File: config.mk
export PLATFORM = sky130hd
export DESIGN_NAME = ebml_element_header_parser
export DESIGN_NICKNAME = d
export VERILOG_FILES = /design/src/design/ebml_hdr_pkg.sv /design/src/design/ebml_hdr_cfg.sv /design/src/design/ebml_hdr_core.sv /design/src/design/ebml_element_header_parser.sv
export SDC_FILE = /design/constraint.sdc
export NUM_CORES = 1
export LEC_CHECK = 0
export ABC_AREA = 1
export BUFFER_PORTS_ARGS = -buffer_cell sky130_fd_sc_hd__buf_2
export CORE_MARGIN = 2
export CORE_UTILIZATION = 52
export CTS_CLUSTER_SIZE = 16
export DETAILED_ROUTE_END_ITERATION = 7
export GPL_TIMING_DRIVEN = 0
export HOLD_SLACK_MARGIN = 0.03
export PLACE_DENSITY = 0.82
export SLEW_MARGIN = 25
export SYNTH_ARGS = -nofsm -noshare
export SYNTH_HDL_FRONTEND = slang
export SYNTH_HIERARCHICAL = 1
export SYNTH_SLANG_ARGS = --single-unit
File: constraint.sdc
create_clock -name clk -period 7.7 [get_ports clk]
set_input_delay 1.54 -clock clk [delete_from_list [all_inputs] [get_ports clk]]
set_output_delay 1.54 -clock clk [all_outputs]
set_load 0.02 [all_outputs]
File: src/design/ebml_hdr_pkg.sv
package ebml_hdr_pkg;

    typedef enum logic [1:0] {
        PH_ID_FIRST,
        PH_ID_MORE,
        PH_SIZE_FIRST,
        PH_SIZE_MORE
    } phase_t;

    localparam logic [1:0] FAULT_OK       = 2'd0;
    localparam logic [1:0] FAULT_ALL_ONES = 2'd1;
    localparam logic [1:0] FAULT_ZERO     = 2'd2;
    localparam logic [1:0] FAULT_TOO_LONG = 2'd3;

    localparam logic [7:0] BYTE_ALL_ONES = 8'hFF;
    localparam logic [7:0] BYTE_ZERO     = 8'h00;
    localparam logic [7:0] BYTE_MSB      = 8'h80;

    localparam logic REG_MAX_ID   = 1'b0;
    localparam logic REG_MAX_SIZE = 1'b1;

    localparam logic [3:0] MAX_BYTES_RESET = 4'd4;

    typedef struct packed {
        logic [3:0] max_id_bytes;
        logic [3:0] max_size_bytes;
    } cfg_t;

    typedef struct packed {
        logic [1:0]  fault;
        logic [3:0]  size_bytes;
        logic [55:0] data_size;
        logic [3:0]  id_bytes;
        logic [63:0] element_id;
    } result_t;

    // Field length = 1 + leading zeros of the first byte; 0 for a zero byte.
    function automatic logic [3:0] vint_len(input logic [7:0] b);
        logic [3:0] len;
        len = 4'd0;
        for (int i = 0; i < 8; i++) begin
            if (((b & (BYTE_MSB >> i)) != BYTE_ZERO) && (len == 4'd0))
                len = 4'(i + 1);
        end
        return len;
    endfunction

endpackage

File: src/design/ebml_hdr_cfg.sv
module ebml_hdr_cfg (
    input  logic               clk,
    input  logic               rst_n,
    input  logic               cfg_we,
    input  logic               cfg_index,
    input  logic [3:0]         cfg_data,
    output ebml_hdr_pkg::cfg_t cfg
);

    logic [3:0] max_id_reg;
    logic [3:0] max_size_reg;

    always_ff @(posedge clk or negedge rst_n)
    begin
        if (!rst_n)
        begin
            max_id_reg   <= ebml_hdr_pkg::MAX_BYTES_RESET;
            max_size_reg <= ebml_hdr_pkg::MAX_BYTES_RESET;
        end
        else if (cfg_we)
        begin
            unique case (cfg_index)
                ebml_hdr_pkg::REG_MAX_ID:   max_id_reg   <= cfg_data;
                ebml_hdr_pkg::REG_MAX_SIZE: max_size_reg <= cfg_data;
                default: ;
            endcase
        end
    end

    assign cfg.max_id_bytes   = max_id_reg;
    assign cfg.max_size_bytes = max_size_reg;

endmodule

File: src/design/ebml_hdr_core.sv
module ebml_hdr_core (
    input  logic                  clk,
    input  logic                  rst_n,
    input  ebml_hdr_pkg::cfg_t    cfg,
    input  logic                  step,
    input  logic [7:0]            byte_in,
    output logic                  emit,
    output ebml_hdr_pkg::result_t result
);

    ebml_hdr_pkg::phase_t phase_reg, phase_next;
    logic [2:0]  bytes_left_reg, bytes_left_next;
    logic [63:0] acc_reg, acc_next;
    logic [63:0] held_id_reg, held_id_next;
    logic [3:0]  held_id_bytes_reg, held_id_bytes_next;
    logic [3:0]  held_size_bytes_reg, held_size_bytes_next;

    logic        is_first;
    logic [3:0]  len;
    logic [3:0]  limit;
    logic [1:0]  fault;
    logic [2:0]  first_left;
    logic [2:0]  left_dec;
    logic [63:0] acc_shift;
    logic [7:0]  size_first;

    // shared decode of the current byte
    always_comb
    begin
        is_first   = (phase_reg == ebml_hdr_pkg::PH_ID_FIRST) ||
                     (phase_reg == ebml_hdr_pkg::PH_SIZE_FIRST);
        len        = ebml_hdr_pkg::vint_len(byte_in);
        limit      = (phase_reg == ebml_hdr_pkg::PH_SIZE_FIRST) ?
                     cfg.max_size_bytes : cfg.max_id_bytes;
        first_left = 3'(len - 4'd1);
        left_dec   = bytes_left_reg - 3'd1;
        acc_shift  = {acc_reg[55:0], byte_in};
        // marker bit and the zeros before it dropped; nothing left at length 8
        size_first = byte_in & (ebml_hdr_pkg::BYTE_ALL_ONES >> len);
        fault      = ebml_hdr_pkg::FAULT_OK;
        if (is_first)
        begin
            priority if (byte_in == ebml_hdr_pkg::BYTE_ALL_ONES)
                fault = ebml_hdr_pkg::FAULT_ALL_ONES;
            else if (byte_in == ebml_hdr_pkg::BYTE_ZERO)
                fault = ebml_hdr_pkg::FAULT_ZERO;
            else if (len > limit)
                fault = ebml_hdr_pkg::FAULT_TOO_LONG;
            else
                fault = ebml_hdr_pkg::FAULT_OK;
        end
    end

    // next phase
    always_comb
    begin
        phase_next = phase_reg;
        unique case (phase_reg)
            ebml_hdr_pkg::PH_ID_FIRST:
            begin
                if (fault != ebml_hdr_pkg::FAULT_OK)
                    phase_next = ebml_hdr_pkg::PH_ID_FIRST;
                else if (first_left == 3'd0)
                    phase_next = ebml_hdr_pkg::PH_SIZE_FIRST;
                else
                    phase_next = ebml_hdr_pkg::PH_ID_MORE;
            end
            ebml_hdr_pkg::PH_ID_MORE:
            begin
                if (left_dec == 3'd0)
                    phase_next = ebml_hdr_pkg::PH_SIZE_FIRST;
            end
            ebml_hdr_pkg::PH_SIZE_FIRST:
            begin
                if (fault != ebml_hdr_pkg::FAULT_OK || first_left == 3'd0)
                    phase_next = ebml_hdr_pkg::PH_ID_FIRST;
                else
                    phase_next = ebml_hdr_pkg::PH_SIZE_MORE;
            end
            ebml_hdr_pkg::PH_SIZE_MORE:
            begin
                if (left_dec == 3'd0)
                    phase_next = ebml_hdr_pkg::PH_ID_FIRST;
            end
            default: phase_next = ebml_hdr_pkg::PH_ID_FIRST;
        endcase
    end

    // datapath and result
    always_comb
    begin
        bytes_left_next      = bytes_left_reg;
        acc_next             = acc_reg;
        held_id_next         = held_id_reg;
        held_id_bytes_next   = held_id_bytes_reg;
        held_size_bytes_next = held_size_bytes_reg;
        emit                 = 1'b0;
        result               = '0;
        unique case (phase_reg)
            ebml_hdr_pkg::PH_ID_FIRST, ebml_hdr_pkg::PH_SIZE_FIRST:
            begin
                if (fault != ebml_hdr_pkg::FAULT_OK)
                begin
                    emit            = 1'b1;
                    result.fault    = fault;
                    bytes_left_next = 3'd0;
                    acc_next        = '0;
                end
                else if (phase_reg == ebml_hdr_pkg::PH_ID_FIRST)
                begin
                    bytes_left_next    = first_left;
                    held_id_bytes_next = len;
                    if (first_left == 3'd0)
                    begin
                        held_id_next = 64'(byte_in);
                        acc_next     = '0;
                    end
                    else
                        acc_next = 64'(byte_in);
                end
                else
                begin
                    bytes_left_next      = first_left;
                    held_size_bytes_next = len;
                    if (first_left == 3'd0)
                    begin
                        emit              = 1'b1;
                        result.element_id = held_id_reg;
                        result.id_bytes   = held_id_bytes_reg;
                        result.data_size  = 56'(size_first);
                        result.size_bytes = len;
                        acc_next          = '0;
                    end
                    else
                        acc_next = 64'(size_first);
                end
            end
            ebml_hdr_pkg::PH_ID_MORE, ebml_hdr_pkg::PH_SIZE_MORE:
            begin
                bytes_left_next = left_dec;
                acc_next        = acc_shift;
                if (left_dec == 3'd0)
                begin
                    acc_next = '0;
                    if (phase_reg == ebml_hdr_pkg::PH_ID_MORE)
                        held_id_next = acc_shift;
                    else
                    begin
                        emit              = 1'b1;
                        result.element_id = held_id_reg;
                        result.id_bytes   = held_id_bytes_reg;
                        result.data_size  = acc_shift[55:0];
                        result.size_bytes = held_size_bytes_reg;
                    end
                end
            end
            default: ;
        endcase
    end

    always_ff @(posedge clk or negedge rst_n)
    begin
        if (!rst_n)
        begin
            phase_reg           <= ebml_hdr_pkg::PH_ID_FIRST;
            bytes_left_reg      <= '0;
            acc_reg             <= '0;
            held_id_reg         <= '0;
            held_id_bytes_reg   <= '0;
            held_size_bytes_reg <= '0;
        end
        else if (step)
        begin
            phase_reg           <= phase_next;
            bytes_left_reg      <= bytes_left_next;
            acc_reg             <= acc_next;
            held_id_reg         <= held_id_next;
            held_id_bytes_reg   <= held_id_bytes_next;
            held_size_bytes_reg <= held_size_bytes_next;
        end
    end

endmodule

File: src/design/ebml_element_header_parser.sv
// The header's last byte goes through the input register, then the output register.
// Throughput: one byte per cycle unless a held result stalls the parser.
// The input register keeps taking bytes while a result waits, until it holds one itself.
// Reset (rst_n low, asynchronous): parser back to the ID's first byte, both length
// limits back to 4, input and output registers empty.
module ebml_element_header_parser (
    input  logic         clk,
    input  logic         rst_n,
    input  logic         cfg_we,
    input  logic         cfg_index,
    input  logic [3:0]   cfg_data,
    input  logic         s_axis_tvalid,
    output logic         s_axis_tready,
    input  logic [7:0]   s_axis_tdata,   // [7:0] byte_in
    output logic         m_axis_tvalid,
    input  logic         m_axis_tready,
    // [63:0] element_id, [67:64] id_bytes, [123:68] data_size, [127:124] size_bytes
    output logic [127:0] m_axis_tdata,
    output logic [1:0]   m_axis_tuser    // [1:0] fault
);

    ebml_hdr_pkg::cfg_t    cfg;
    ebml_hdr_pkg::result_t result;
    ebml_hdr_pkg::result_t out_reg;
    logic                  emit;
    logic                  in_valid_reg, in_valid_next;
    logic [7:0]            in_byte_reg;
    logic                  out_valid_reg, out_valid_next;
    logic                  fire;
    logic                  s_xfer;

    assign fire          = in_valid_reg && (!out_valid_reg || m_axis_tready);
    assign s_axis_tready = !in_valid_reg || fire;
    assign s_xfer        = s_axis_tvalid && s_axis_tready;

    always_comb
    begin
        in_valid_next  = s_xfer ? 1'b1 : (in_valid_reg && !fire);
        out_valid_next = fire ? emit : (out_valid_reg && !m_axis_tready);
    end

    ebml_hdr_cfg u_cfg (
        .clk       (clk),
        .rst_n     (rst_n),
        .cfg_we    (cfg_we),
        .cfg_index (cfg_index),
        .cfg_data  (cfg_data),
        .cfg       (cfg)
    );

    ebml_hdr_core u_core (
        .clk     (clk),
        .rst_n   (rst_n),
        .cfg     (cfg),
        .step    (fire),
        .byte_in (in_byte_reg),
        .emit    (emit),
        .result  (result)
    );

    always_ff @(posedge clk or negedge rst_n)
    begin
        if (!rst_n)
        begin
            in_valid_reg  <= 1'b0;
            out_valid_reg <= 1'b0;
        end
        else
        begin
            in_valid_reg  <= in_valid_next;
            out_valid_reg <= out_valid_next;
        end
    end

    always_ff @(posedge clk)
    begin
        if (s_xfer)
            in_byte_reg <= s_axis_tdata;
        if (fire && emit)
            out_reg <= result;
    end

    assign m_axis_tvalid = out_valid_reg;
    assign m_axis_tdata  = {out_reg.size_bytes, out_reg.data_size,
                            out_reg.id_bytes, out_reg.element_id};
    assign m_axis_tuser  = out_reg.fault;

endmodule

==> results of run 1 <==
[logic make-up after synthesis]
logic type,count (synthesis),share of synthesized area [%]
AND/OR/NAND/NOR,385,14.6
flip-flops,281,63.8
AO/OA/AOI/OAI,233,11.8
buffers and inverters,230,8.29
adder cells (fa/ha/maj),10,1.03
multiplexers,4,0.341
XOR/XNOR,1,0.0723
[where the power goes]
group	leakage, nW	switching [W]	internal (W)	total [W]
sequential	3.21	0.000192	0.00209	0.00229
combinational	2.58	0.00128	0.000590	0.00187
clock	0.470	0.000560	0.000845	0.00141
[final cells by class]
class                           instances  share of cell area, %
Buffer                                 73                   2.86
Clock buffer                           36                   5.38
Clock inverter                         16                   1.37
Inverter                              157                   4.11
Multi-Input combinational cell        633                   23.5
Sequential cell                       281                   53.7
Tap cell                              313                   2.72
Timing Repair Buffer                  154                   6.31
[layout by cell type, fill, tap and decap left out, drive strengths merged]
master	instances
or2	1
nand4	49
buf	197
o21ai	75
inv	156
clkinvlp	1
xnor2	1
mux2	1
o22a	1
ha	10
clkinv	12
nor3	3
edfxtp	138
nand2	169
a211oi	1
clkbuf	66
mux2i	3
nand3	95
a21boi	4
o21bai	64
a22oi	1
o211ai	1
a21oi	79
bufinv	4
a31oi	1
dfstp	2
dfrtp	141
o22ai	6
nor2	68
[stage by stage]
| step | hold WS [ps] | util [%] | instances | total power (W) |
|---|---|---|---|---|
| 2_1_floorplan | 436 | - | 1144 | 0.00356 |
| 3_3_place_gp | 454 | 58.1 | 1605 | 0.00405 |
| 3_5_place_dp | 456 | 58.9 | 1611 | 0.00416 |
| 4_1_cts | 471 | 63.2 | 1663 | 0.00558 |
| 5_1_grt | 505 | 63.2 | 1663 | 0.00588 |
| 6_report | 470 | 63.2 | 1663 | 0.00557 |
[worst max-delay path, cell delays in order (launching register included)]
cell and delay [ps]:
edfxtp_1 510, nor2_1 230, nand2_1 110, nor3_1 370
nand2_1 240, inv_1 110, ha_1 240, nand2_1 70
inv_1 50, nand3_1 110, nand2_1 90, nand2_1 70
nand2_1 140, nand2_1 120, o21ai_0 80, nand2_1 90
inv_1 80, nor2_4 540, buf_16 240, buf_16 190
buf_12 210
[how the worst max path moves through the flow]
stage | from | endpoint | slack, ps
6_report | in_byte_reg[4] | m_axis_tdata[28] | 3460
5_1_grt | in_byte_reg[4] | m_axis_tdata[109] | 3110
3_3_place_gp | in_byte_reg[4] | m_axis_tdata[24] | 110
2_1_floorplan | u_core/phase_reg[1] | m_axis_tdata[0] | 1660
3_5_place_dp | in_byte_reg[4] | m_axis_tdata[28] | 3510
4_1_cts | in_byte_reg[4] | m_axis_tdata[31] | 3490
[metal layers]
layer	routed length [microns]	part of all wire (%)	track usage, %
met5	0	0	0
met4	1020	3.6	8.69
met3	1920	6.8	3.49
met2	13400	48	37.7
met1	11700	42	31.6
==> impl_metrics.yaml, run 1 <==
finish:
  drive_above_1_share_pct: 20.7
  multiInputGateArea_sq_um: 3390
  diodes: 0
  finalInstanceArea_sq_um: 14400
  syn2layout_area_growth_pct: 18.8
  regArea_sq_um: 7720
  n_fill_cell: 1708
  largest_reg_flops: 128
  final_nets: 1356
routing:
  drt_first_iter_violations: 837
  wire_per_inst_microns: 16.9
  drt_first_pass_iters: 5
  viasPerCell: 5.42
  num_vias: 9008
  drtAntennaViolNets: 0
  wl_microns: 28100
  drcViolationCount: 0
sta:
  fmax_ghz: 0.236
  grt_setup_unrepaired: "no"
  min_period_over_period_pct: 55.1
  finClkSkew_ps: 12.3
  worst_slew_pin_slew_ps: 654
  period_needed_ps: 4240
  setup_viol: 0
  setup-tns-final_ps: 0
  maxSlewViolCount: 0
  relSlewSlack_pct: 56.3
  setup_ws_ps: 3460
  hold_viol: 0
logic_synthesis:
  yosysTopAreaCell: "edfxtp_1"
  synth_top_flop_cell: "dfrtp_1"
  synth-seq-cells: 281
  async_flop_share_pct: 50.9
  synth_area_leaders: "edfxtp_1, dfrtp_1, nand2_1, inv_1, nand3_1"
  synth_top_area_share_pct: 34.2
  synth_fp_nets: 1172
  ys_warn_count: 6
  yosysMostFrequentCell: "nand2_1"
  syn_area_sq_um: 12100
  synthCells: 1144
  syn_avg_cell_area_sq_um: 10.6
  yosysSeqAreaShare_pct: 63.8
  ys_types: 43
  synth_top_cells_by_count: "nand2_1, inv_1, dfrtp_1"
  synth_edf_count: 138
flow_run:
  drv_cap: 0
floorplanning:
  fp-row-count: 55
  fp.dieArea_sq_um: 24500
  core_sq_um: 22800
  die_w_microns: 157
  io_pins: 150
  die_h_microns: 157
  initial_utilization_pct: 53.2
status:
  run_status: "finished clean"
worst_hold_path:
  min_from: "u_cfg/max_size_reg[0]"
  holdPathStages: 2
  hold_class: "reg2reg"
  hold_end: "u_cfg/max_size_reg[0]"
power:
  power_density_nw_per_um2: 387
  ir_drop_mv: 0.200
  leakagePower_nw: 6.26
setup_path:
  ff2ff_path_depth: 20
  crit_fanout: 31
  arrival_ps: 4490
  r2r_start: "in_byte_reg[4]"
  cp-start-kind: "register"
  cp.required_ps: 7950
  timing.rr.end: "m_axis_tdata[28]"
  path_class: "reg2reg"
  end_kind: "register"
  reg2reg_slack_ps: 3460
global_route:
  grt_pass1_wl_microns: 44600
  first_global_vias: 8626
  overflow: 0
  track_usage_pct: 23.1
  grt_max_degree: 88
  antenna_found_initial: 0
placed_design:
  place_area_sq_um: 13400
  portBuffers: 148
  place.detailed.hpwl_microns: 19300
  dp_slack_ps: 3510
  gp_congestion: 0.875
clock_network:
  cts-htree-levels: 1
  post_cts_resized: 0
  cts_buffer_depth: 3
  cts_root_buffer: "clkbuf_16"
  cts_tree: "done"
  cts-hold-fix-buffers: 0
  cts_setup_buffers: 0
  cts.sinks: 281
  numCtsBuffers: 28
  clk_pin_slew_ps: 70
  insertion_delay_ps: 550
No activity file was read; power rests on OpenSTA's default activity.
==> run 2, diff against run 1 <==
CORE_UTILIZATION = 56   (was 52)
PLACE_DENSITY = 0.83   (was 0.82)
clock period = 4.35 ns   (was 7.7 ns; I/O delays follow)
==> run 2 against run 1 <==
  * Clock power up 74%
  * Via count up 0.52%
  * Count of clock-buffer cells in the layout down 3
  * Largest power group unchanged
==> impl_metrics.yaml, run 2 (synthesis results as in run 1) <==
sta:
  hold_viol: 0
  relSlewSlack_pct: 55.0
  setup_ws_ps: 427
  min_period_over_period_pct: 90.2
  setup-tns-final_ps: 0
  fmax_ghz: 0.255
  maxSlewViolCount: 0
  setup_viol: 0
  worst_slew_pin_slew_ps: 675
  finClkSkew_ps: 21.0
  period_needed_ps: 3920
  grt_setup_unrepaired: "no"
setup_path:
  end_kind: "register"
  cp.required_ps: 4590
  timing.rr.end: "m_axis_tdata[114]"
  ff2ff_path_depth: 20
  reg2reg_slack_ps: 430
  crit_fanout: 29
  cp-start-kind: "register"
  path_class: "reg2reg"
  arrival_ps: 4160
  r2r_start: "in_byte_reg[4]"
global_route:
  overflow: 0
  track_usage_pct: 24.8
  grt_pass1_wl_microns: 44100
  grt_max_degree: 89
  antenna_found_initial: 0
  first_global_vias: 8586
power:
  power_density_nw_per_um2: 684
  internal-power_w: 0.00621
  p_sw_w: 0.00361
  ir_drop_mv: 0.383
  p_comb_share_pct: 34.0
  leakagePower_nw: 6.25
  power_frac_clock_pct: 25.0
  p_seq_share_pct: 41.0
  swShare_pct: 36.8
routing:
  wire_per_inst_microns: 17.2
  wl_microns: 27900
  viasPerCell: 5.57
  drt_first_iter_violations: 979
  drt_first_pass_iters: 6
  num_vias: 9055
  drtAntennaViolNets: 0
  drcViolationCount: 0
finish:
  final_cell_mix: "buf_2, nand2_1, inv_1"
  syn2layout_area_growth_pct: 18.6
  final_nets: 1356
  largest_reg_flops: 128
  drive_above_1_share_pct: 21.3
  finalNonFillerCells: 1625
  final_common_cell: "buf_2"
  diodes: 0
clock_network:
  clk_pin_slew_ps: 60
  cts-hold-fix-buffers: 0
  cts_buffer_depth: 3
  post_cts_resized: 0
  cts_setup_buffers: 0
  numCtsBuffers: 28
  cts_root_buffer: "clkbuf_16"
  cts-htree-levels: 1
  cts.sinks: 281
  insertion_delay_ps: 540
  cts_tree: "done"
floorplanning:
  die_h_microns: 151
  die_w_microns: 151
  fp-row-count: 53
  fp.dieArea_sq_um: 22800
  core_sq_um: 21200
  initial_utilization_pct: 57.2
  io_pins: 150
placed_design:
  gp_congestion: 0.901
  portBuffers: 148
  place.detailed.hpwl_microns: 19200
  dp_slack_ps: 450
  place_inst: 1573
status:
  run_status: "finished clean"
flow_run:
  drv_cap: 0
worst_hold_path:
  hold_class: "in2async"
run 2: critical path, cell delays in order, from the launching register on:
cell,delay [ps]
edfxtp_1,520
nor2_1,240
nand2_1,120
nor3_2,220
nand2_1,200
inv_1,110
ha_1,250
nand2_1,70
inv_1,50
nand3_1,110
nand2_1,90
nand2_1,90
nand2_2,90
nand2_1,100
o21ai_0,80
nand2_1,100
inv_1,80
nor2_4,460
buf_16,250
buf_16,190
buf_16,190
run 2: worst max path at each step:
stage | from | end | slack [ps] | cells after the start
after global routing | in_byte_reg[4] | m_axis_tdata[103] | 80 | 20
after global placement | in_byte_reg[4] | m_axis_tdata[27] | -1010 | 17
final | in_byte_reg[4] | m_axis_tdata[114] | 430 | 20
after CTS | in_byte_reg[4] | m_axis_tdata[30] | 400 | 20
after floorplan | u_core/phase_reg[1] | m_axis_tdata[0] | 9 | 18
after detailed placement | in_byte_reg[4] | m_axis_tdata[30] | 450 | 20
run 2: power by group through the flow:
| stage | combinational (W) | clock (W) | sequential, W |
|---|---|---|---|
| 6_report | 0.00334 | 0.00245 | 0.00403 |
| 5_1_grt | 0.00367 | 0.00260 | 0.00410 |
| 4_1_cts | 0.00333 | 0.00250 | 0.00403 |
| 3_5_place_dp | 0.00328 | 0 | 0.00407 |
| 3_3_place_gp | 0.00305 | 0 | 0.00409 |
| 2_1_floorplan | 0.00183 | 0 | 0.00447 |
run 2: per-layer routing:
metal / global-route usage [%] / vias up / wire length [microns]
met3: 3.46 / 79 / 1990
met1: 34.4 / 4310 / 11700
met5: 0 / - / 0
met4: 8.41 / 0 / 872
li1: - / 4229 / -
met2: 40.6 / 437 / 13400
run 2: through the flow:
stage	util (%)	total power (W)	hold slack, ps	area (sq um)
floorplan	-	0.00630	436	12100
global placement	62.5	0.00714	453	13200
detailed placement	63.3	0.00735	462	13400
CTS	67.9	0.00986	357	14400
global route	67.9	0.0104	391	14400
finish	67.9	0.00982	347	14400
run 2: layout make-up:
type / count / area (sq um)
sequential: 281 / 7720
clock buffer: 33 / 772
buffer: 73 / 418
multi-input combinational: 633 / 3400
tap: 275 / 344
inverter: 157 / 592
timing repair buffer: 154 / 908
clock inverter: 19 / 198
fill: 1546 / 6800
